[src/sv/alu8f_pkg.sv]
// ----------------------------------------------------------------------------
// alu8f_pkg
// Types and codes shared by the eight-bit ALU and its core.
// ----------------------------------------------------------------------------
`default_nettype none

package alu8f_pkg;

	// Operation codes
	typedef enum logic [3:0] {
		OP_ADD = 4'd0,
		OP_ADC = 4'd1,
		OP_SUB = 4'd2,
		OP_SBC = 4'd3,
		OP_AND = 4'd4,
		OP_XOR = 4'd5,
		OP_OR  = 4'd6,
		OP_CP  = 4'd7,
		OP_INC = 4'd8,
		OP_DEC = 4'd9
	} alu8f_op_t;

	// Flag byte bit positions
	localparam int unsigned FLAG_S  = 7;
	localparam int unsigned FLAG_Z  = 6;
	localparam int unsigned FLAG_B5 = 5;
	localparam int unsigned FLAG_H  = 4;
	localparam int unsigned FLAG_B3 = 3;
	localparam int unsigned FLAG_PV = 2;
	localparam int unsigned FLAG_N  = 1;
	localparam int unsigned FLAG_C  = 0;

	// Flags that INC and DEC pass through: C and the two undocumented bits
	localparam logic [7:0] KEEP_MASK = 8'h29;

	// One operation
	typedef struct packed {
		logic [3:0] opcode;
		logic [7:0] acc_in;
		logic [7:0] operand;
		logic [7:0] flags_in;
	} alu8f_req_t;

	// One result
	typedef struct packed {
		logic [7:0] result;
		logic       write_back;
		logic [7:0] flags_out;
	} alu8f_rsp_t;

endpackage

`default_nettype wire

[src/sv/alu8f_core.sv]
// ----------------------------------------------------------------------------
// alu8f_core
// Combinational datapath: result, write-back and new flag byte for one operation.
// ----------------------------------------------------------------------------
`default_nettype none

module alu8f_core
	import alu8f_pkg::*;
(
	input  wire alu8f_req_t req,
	output alu8f_rsp_t      rsp
);

	logic       cin;
	logic [8:0] add_sum;
	logic [4:0] add_half;
	logic [8:0] sub_diff;
	logic [4:0] sub_half;
	logic [7:0] a;
	logic [7:0] v;
	logic [7:0] inc_r;
	logic [7:0] dec_r;
	logic [7:0] keep;

	assign a    = req.acc_in;
	assign v    = req.operand;
	assign keep = req.flags_in & KEEP_MASK;

	// Carry in only for ADC and SBC
	assign cin = ((req.opcode == OP_ADC) || (req.opcode == OP_SBC)) ? req.flags_in[FLAG_C]
		: 1'b0;

	// Shared adder and subtractor, nine bits for carry / borrow out
	assign add_sum  = {1'b0, a} + {1'b0, v} + {8'd0, cin};
	assign add_half = {1'b0, a[3:0]} + {1'b0, v[3:0]} + {4'd0, cin};
	assign sub_diff = {1'b0, a} - {1'b0, v} - {8'd0, cin};
	assign sub_half = {1'b0, a[3:0]} - {1'b0, v[3:0]} - {4'd0, cin};

	assign inc_r = v + 8'd1;
	assign dec_r = v - 8'd1;

	// Select result and build flags
	always_comb begin
		rsp.result     = a;
		rsp.write_back = 1'b0;
		rsp.flags_out  = req.flags_in;
		case (req.opcode)
			OP_ADD, OP_ADC: begin
				rsp.result                = add_sum[7:0];
				rsp.write_back            = 1'b1;
				rsp.flags_out             = 8'h00;
				rsp.flags_out[FLAG_S]     = add_sum[7];
				rsp.flags_out[FLAG_Z]     = (add_sum[7:0] == 8'h00);
				rsp.flags_out[FLAG_H]     = add_half[4];
				rsp.flags_out[FLAG_PV]    = (a[7] ^ add_sum[7]) & (v[7] ^ add_sum[7]);
				rsp.flags_out[FLAG_C]     = add_sum[8];
			end
			OP_SUB, OP_SBC, OP_CP: begin
				rsp.result                = sub_diff[7:0];
				rsp.write_back            = (req.opcode != OP_CP);
				rsp.flags_out             = 8'h00;
				rsp.flags_out[FLAG_S]     = sub_diff[7];
				rsp.flags_out[FLAG_Z]     = (sub_diff[7:0] == 8'h00);
				rsp.flags_out[FLAG_H]     = sub_half[4];
				rsp.flags_out[FLAG_PV]    = (a[7] ^ v[7]) & (a[7] ^ sub_diff[7]);
				rsp.flags_out[FLAG_N]     = 1'b1;
				rsp.flags_out[FLAG_C]     = sub_diff[8];
			end
			OP_AND, OP_XOR, OP_OR: begin
				if (req.opcode == OP_AND) begin
					rsp.result = a & v;
				end else if (req.opcode == OP_XOR) begin
					rsp.result = a ^ v;
				end else begin
					rsp.result = a | v;
				end
				rsp.write_back            = 1'b1;
				rsp.flags_out             = 8'h00;
				rsp.flags_out[FLAG_S]     = rsp.result[7];
				rsp.flags_out[FLAG_Z]     = (rsp.result == 8'h00);
				rsp.flags_out[FLAG_H]     = (req.opcode == OP_AND);
				rsp.flags_out[FLAG_PV]    = ~^rsp.result;
			end
			OP_INC: begin
				rsp.result                = inc_r;
				rsp.write_back            = 1'b1;
				rsp.flags_out             = keep;
				rsp.flags_out[FLAG_S]     = inc_r[7];
				rsp.flags_out[FLAG_Z]     = (inc_r == 8'h00);
				rsp.flags_out[FLAG_H]     = (v[3:0] == 4'hF);
				rsp.flags_out[FLAG_PV]    = (v == 8'h7F);
			end
			OP_DEC: begin
				rsp.result                = dec_r;
				rsp.write_back            = 1'b1;
				rsp.flags_out             = keep;
				rsp.flags_out[FLAG_S]     = dec_r[7];
				rsp.flags_out[FLAG_Z]     = (dec_r == 8'h00);
				rsp.flags_out[FLAG_H]     = (v[3:0] == 4'h0);
				rsp.flags_out[FLAG_PV]    = (v == 8'h80);
				rsp.flags_out[FLAG_N]     = 1'b1;
			end
			default: begin
				// undefined opcodes: pass accumulator and flags, no write-back
				rsp.result     = a;
				rsp.write_back = 1'b0;
				rsp.flags_out  = req.flags_in;
			end
		endcase
	end

endmodule

`default_nettype wire

[src/sv/eight_bit_alu_with_flags_top.sv]
// ----------------------------------------------------------------------------
// eight_bit_alu_with_flags_top
// Eight-bit accumulator ALU with sign/zero/half/parity-overflow/subtract/carry flags.
// ----------------------------------------------------------------------------
// Issue an operation by raising start with the request on the same cycle; busy is
// always low, so a new operation transfers on every clock. The answer passes
// through the input register, then the result register, to response, marked by done
// for exactly one cycle. There is no back-pressure: the receiver must take each
// response in the cycle done is high. The block keeps no state between operations.
`default_nettype none

module eight_bit_alu_with_flags_top
	import alu8f_pkg::*;
(
	input  wire             clk,
	input  wire             arst_n,
	input  wire             start,
	output logic            busy,
	input  wire alu8f_req_t request,
	output logic            done,
	output alu8f_rsp_t      response
);

	logic       valid_s1;
	alu8f_req_t req_s1;
	logic       valid_s2;
	alu8f_rsp_t rsp_s2;
	alu8f_rsp_t core_rsp;

	// Never stalls
	assign busy = 1'b0;

	// Input and result stage valid bits
	always_ff @(posedge clk or negedge arst_n) begin
		if (!arst_n) begin
			valid_s1 <= 1'b0;
			valid_s2 <= 1'b0;
		end else begin
			valid_s1 <= start & ~busy;
			valid_s2 <= valid_s1;
		end
	end

	// Input register
	always_ff @(posedge clk) begin
		if (start & ~busy) begin
			req_s1 <= request;
		end
	end

	alu8f_core u_core (
		.req (req_s1),
		.rsp (core_rsp)
	);

	// Result register
	always_ff @(posedge clk) begin
		if (valid_s1) begin
			rsp_s2 <= core_rsp;
		end
	end

	assign done     = valid_s2;
	assign response = rsp_s2;

endmodule

`default_nettype wire

[config.mk]
export PLATFORM = sky130hd
export DESIGN_NAME = eight_bit_alu_with_flags_top
export DESIGN_NICKNAME = d
export VERILOG_FILES = /design/src/sv/alu8f_pkg.sv /design/src/sv/alu8f_core.sv /design/src/sv/eight_bit_alu_with_flags_top.sv
export SDC_FILE = /design/constraint.sdc
export NUM_CORES = 1
export LEC_CHECK = 0
export BUFFER_PORTS_ARGS = -buffer_cell sky130_fd_sc_hd__buf_2
export CORE_UTILIZATION = 38
export DETAILED_ROUTE_END_ITERATION = 16
export GPL_ROUTABILITY_DRIVEN = 0
export SLEW_MARGIN = 20
export SYNTH_ARGS = -nofsm -noshare
export SYNTH_HDL_FRONTEND = slang
export SYNTH_HIERARCHICAL = 1
export SYNTH_SLANG_ARGS = --single-unit
[constraint.sdc]
create_clock -name clk -period 7.1 [get_ports clk]
set_clock_uncertainty 0.05 [all_clocks]
set_input_delay 0.355 -clock clk [delete_from_list [all_inputs] [get_ports clk]]
set_output_delay 0.355 -clock clk [all_outputs]
set_load 0.01 [all_outputs]
Yosys cells after proc, flatten, opt, wreduce, memory -nomap -nowiden
Cells that the tools add are included.
- bits in registers: 47
- input bits: 31
- output and inout bits: 19
- word-level logic and storage cells: 58
- add/subtract/negate cells: 10
- eq/ne operators: 13
- multiplexer cells: 5
- bitwise logic cells: 9
- reduce and logical (&&, ||, !) cells: 12
- operator list (cell ; count):
    case mux 17 bit (5 select lines) ; 1
    logical NOT 8 bit ; 5
    two-way mux 8 bit ; 3
    equality test 4 x 3 -> 1 bit, second input constant ; 4
    equality test 4 bit, second input constant ; 3
    adder 8 x 8 -> 9 bit ; 1
    adder 9 x 1 -> 9 bit ; 1
    subtractor 8 x 8 -> 9 bit ; 1
    subtractor 9 x 1 -> 9 bit ; 1
    adder 8 x 1 -> 8 bit, second input constant ; 1
    AND 8 bit ; 1
    equality test 4 x 2 -> 1 bit, second input constant ; 2
    equality test 8 x 7 -> 1 bit, second input constant ; 1
    equality test 8 bit, second input constant ; 1
    logical NOT 4 bit ; 2
    bitwise OR 8 bit ; 1
    XNOR reduction 8 bit ; 1
    subtractor 8 x 1 -> 8 bit, second input constant ; 1
    XOR 8 bit ; 1
    OR reduction 3 bit ; 2
    adder 4 x 4 -> 5 bit ; 1
    adder 5 x 1 -> 5 bit ; 1
    subtractor 4 x 4 -> 5 bit ; 1
    subtractor 5 x 1 -> 5 bit ; 1
    7 further kinds ; 11

Depth between registers and ports, before layout
- word-level depth: 7
- mapped depth: 13
- depth with buffers taken out: 12

Modules after synthesis
The synthesis kept the hierarchy.
- modules (own cells, without submodules) (module ; instances ; cells an instance ; area each (um^2) ; seq. area each (um^2)):
    alu8f_core ; 1 ; 324 ; 2278.4 ; 0.0
    eight_bit_alu_with_flags_top ; 1 ; 49 ; 1412.6 ; 1401.3

Worst setup path before layout
Ideal clock, no wire load.
- path kind: register to register
- from: register req_s1[24] (netlist bit)
- to: register rsp_s2 (netlist bit response[16]), data pin
- library setup time: 254 ps
- data arrival time: 3046 ps
- required time: 6796 ps
- setup slack: 3750 ps
- cell stages (with the launch flop): 14
- buffers on the path: 2
- clock period less this slack: 3350 ps
- path through: edfxtp_1 > clkbuf_1 > buf_2 > nand4_1 > inv_1 > fa_1 > inv_1 > ha_1 > o21ai_0 > a32o_1 > a21o_1 > a211oi_1 > o221ai_1 > a21o_1
- RTL lines (what ; RTL line ; RTL):
    from (decl) ; eight_bit_alu_with_flags_top.sv:25 ; alu8f_req_t req_s1;
    from (signal assigned) ; eight_bit_alu_with_flags_top.sv:47 ; req_s1 <= request;
    to (signal assigned) ; eight_bit_alu_with_flags_top.sv:59 ; rsp_s2 <= core_rsp;
    to (decl) ; eight_bit_alu_with_flags_top.sv:27 ; alu8f_rsp_t rsp_s2;

==> results.cfg <==
[layout]
seq_area_um2 = 1400
synthToLayoutAreaGrowth_pct = 12.7
multi_input_area_um2 = 2070
diodes = 0
fill_cells = 885
nets = 489
finalNonFillerCells = 544
drive_gt1_share_pct = 16.1

[synth]
yosysTopAreaCellShare_pct = 36.6
ys_seq_area_share_pct = 38.0
syn_area_per_cell_um2 = 9.90
synth_seq_cells = 47
synth_area_um2 = 3690
synthArstFlopShare_pct = 4.26
yosys.area.top_type = edfxtp_1
ys_types = 65
yosys-top-cells-count = edfxtp_1, ha_1, inv_1, nand2_1
synthCells = 373
synth_area_leaders = edfxtp_1, ha_1, xnor2_1
synth_warnings = 6
ys.flop_type = edfxtp_1
synth.most_common_cell = edfxtp_1
synth_edf_count = 45
synth_nets = 448

[setup_path]
worstSetupPathType = reg -> reg
critPathLaunchType = flop
end_kind = flop
cp_max_fo = 25
rr_worst_depth = 11
arrival_ns = 3.95
cp.required_ns = 7.12

[cts]
post_cts_buffers = 0
cts.sinks = 47
path_clk_slew_ns = 0.09
clockRootBuffer = clkbuf_8
clockBufferDepth = 2
cts_tree = yes
cts_resized = 0
cts_inserted_buffers = 5
insertion_delay_ns = 0.31
ctsHtreeMaxLevel = 2

[routing]
antenna_left = 0
via_per_inst = 5.60
wl_per_cell_um = 17.9
num_vias = 3047
first_pass_iters = 6
drc = 0
drtIter0Drc = 319
wirelength_um = 9760

[sta]
tightest_slew_ns = 0.942
slew_headroom_pct = 37.2
final-setup-viol-count = 0
layout_min_cycle_time_ns = 3.93
clock.fmax_ghz = 0.254
drv_slew = 0
final.setup.tns_ns = 0
timing.hold.ws_ns = 0.164
post-route-period-util_pct = 55.4
hold_violations = 0
layout_setup_ws_ns = 3.17
grt_setup_unrepaired = no

[global_routing]
grt_overflow = 0
grt_pass1_wl_um = 15500
antenna_found_initial = 0
grt_max_degree = 30
grt_pass1_vias = 2874
grt_util_all_layers_pct = 20.2

[power]
sw_frac_of_total_pct = 33.6
leakage_nw = 1.77
power_density_nw_per_um2 = 219
switchingPower_mw = 0.306
vdd_drop_max_uv = 130
clkPwrFrac_pct = 25.7
seq_power_share_pct = 40.9
p_int_mw = 0.604
combPwrFrac_pct = 33.5

[min_path]
hp-class = in -> reg
worstHoldPathCells = 1

[flow_run]
maxCapViolCount = 0

[placement]
dpl_worst_slack_ns = 3.21
port_buffers = 48
place_inst = 535
hpwl_um = 7420

[floorplan]
coreArea_um2 = 9330
dieHeight_um = 101
pin_count = 50
start_util_pct = 39.6
die_x_um = 101
row_count = 35
die-area_um2 = 10100

[status]
outcome = complete, no violations
==> placed cells by master (no fill, tap or decap), types with 3 or more instances in the layout <==
| cell type | synthesis | final |
|---|---|---|
| a31oi_1 | 3 | 3 |
| a211o_1 | 3 | 3 |
| nor4_1 | 7 | 7 |
| a21o_1 | 5 | 5 |
| and3_1 | 5 | 5 |
| a211oi_1 | 4 | 4 |
| and2_1 | 3 | 3 |
| fa_1 | 4 | 4 |
| a22oi_1 | 3 | 3 |
| mux2i_1 | 4 | 4 |
| clkbuf_8 | 0 | 5 |
| a21oi_1 | 23 | 23 |
| buf_2 | 4 | 48 |
| o21a_1 | 3 | 3 |
| o22ai_1 | 5 | 5 |
| o21ai_1 | 6 | 6 |
| nor3_1 | 9 | 9 |
| nand2_1 | 24 | 24 |
| xnor2_1 | 17 | 17 |
| xor2_1 | 10 | 10 |
| ha_1 | 40 | 40 |
| nand4_1 | 5 | 5 |
| edfxtp_1 | 45 | 45 |
| inv_1 | 36 | 36 |
| nor2_1 | 23 | 23 |
| nand2b_1 | 3 | 3 |
| o21ai_0 | 11 | 11 |
| o221ai_1 | 3 | 3 |
| nand3_1 | 7 | 7 |
| mux2_2 | 6 | 6 |
==> cell type report <==
| cell class | instances | share of cell area (%) |
|---|---|---|
| tap | 129 | 3.88 |
| clock inverter | 3 | 1.62 |
| timing repair buffer | 49 | 6.02 |
| inverter | 37 | 3.34 |
| multi-input combinational | 274 | 49.8 |
| clock buffer | 5 | 1.65 |
| sequential | 47 | 33.7 |
==> per-layer routing <==
metal | routed length [um] | track usage (%) | up-vias
li1 | - | - | 1446
met1 | 4380 | 27.9 | 1408
met2 | 4290 | 31.0 | 169
met3 | 743 | 3.68 | 24
met4 | 345 | 8.92 | 0
met5 | 0 | 0 | -
==> cells by family (layout without fill, tap and decap cells) <==
logic type      after synthesis  in the layout  share of synthesized area [%]
compound gates               92             92                           16.7
xor+xnor                     27             27                           6.41
fa+ha+maj                    44             44                           15.7
buf+inv                      52             94                           5.93
flops                        47             47                           38.0
mux                          10             10                           2.92
other cells                   1              1                          0.102
simple gates                100            100                           14.2
==> what timing repair did <==
item / 4_1_cts / 5_1_grt
endpoints found under the setup margin: 0 / 0
hold endpoints to repair: 2 / 0
hold buffers: 1 / 0
==> power groups by stage <==
stage / clock [mW] / combinational [mW] / sequential (mW)
4_1_cts: 0.240 / 0.296 / 0.372
2_1_floorplan: 0 / 0.212 / 0.370
6_report: 0.233 / 0.305 / 0.372
3_5_place_dp: 0 / 0.293 / 0.378
3_3_place_gp: 0 / 0.291 / 0.377
5_1_grt: 0.249 / 0.332 / 0.377
==> flip-flops by register name (all words and copies together), names as in the netlist <==
| register | cells |
|---|---|
| valid_s1 | 1 |
| req_s1 | 28 |
| done | 1 |
| response | 17 |
==> worst max-delay path, cell delays in order, from the launching register on <==
cell and delay [ns]:
edfxtp_1 0.98, nand4_1 0.33, inv_1 0.17, fa_1 0.46, inv_1 0.11, ha_1 0.14
o21ai_0 0.12, a32o_1 0.31, a21o_1 0.21, a211oi_1 0.39, o221ai_1 0.22, a21o_1 0.21
==> worst paths after layout <==
| check | start | to | slack [ns] |
|---|---|---|---|
| worst min-delay path | request[14] | req_s1[14] | 0.16 |
| min in group asynchronous | arst_n | done | 0.31 |
| max in group asynchronous | arst_n | valid_s1 | 6.60 |
| worst max register to register | req_s1[24] | response[16] | 3.17 |
| worst max-delay path | req_s1[24] | response[16] | 3.17 |
| worst min register to register | req_s1[7] | response[7] | 0.49 |
==> per-stage QoR <==
| step | power [mW] | util [%] | area (um^2) |
|---|---|---|---|
| 2_1_floorplan | 0.582 | - | 3690 |
| 3_3_place_gp | 0.669 | 43.0 | 4010 |
| 3_5_place_dp | 0.672 | 43.0 | 4010 |
| 4_1_cts | 0.908 | 44.6 | 4160 |
| 5_1_grt | 0.958 | 44.6 | 4160 |
| 6_report | 0.910 | 44.6 | 4160 |
Power figures use the tool's default switching activity.
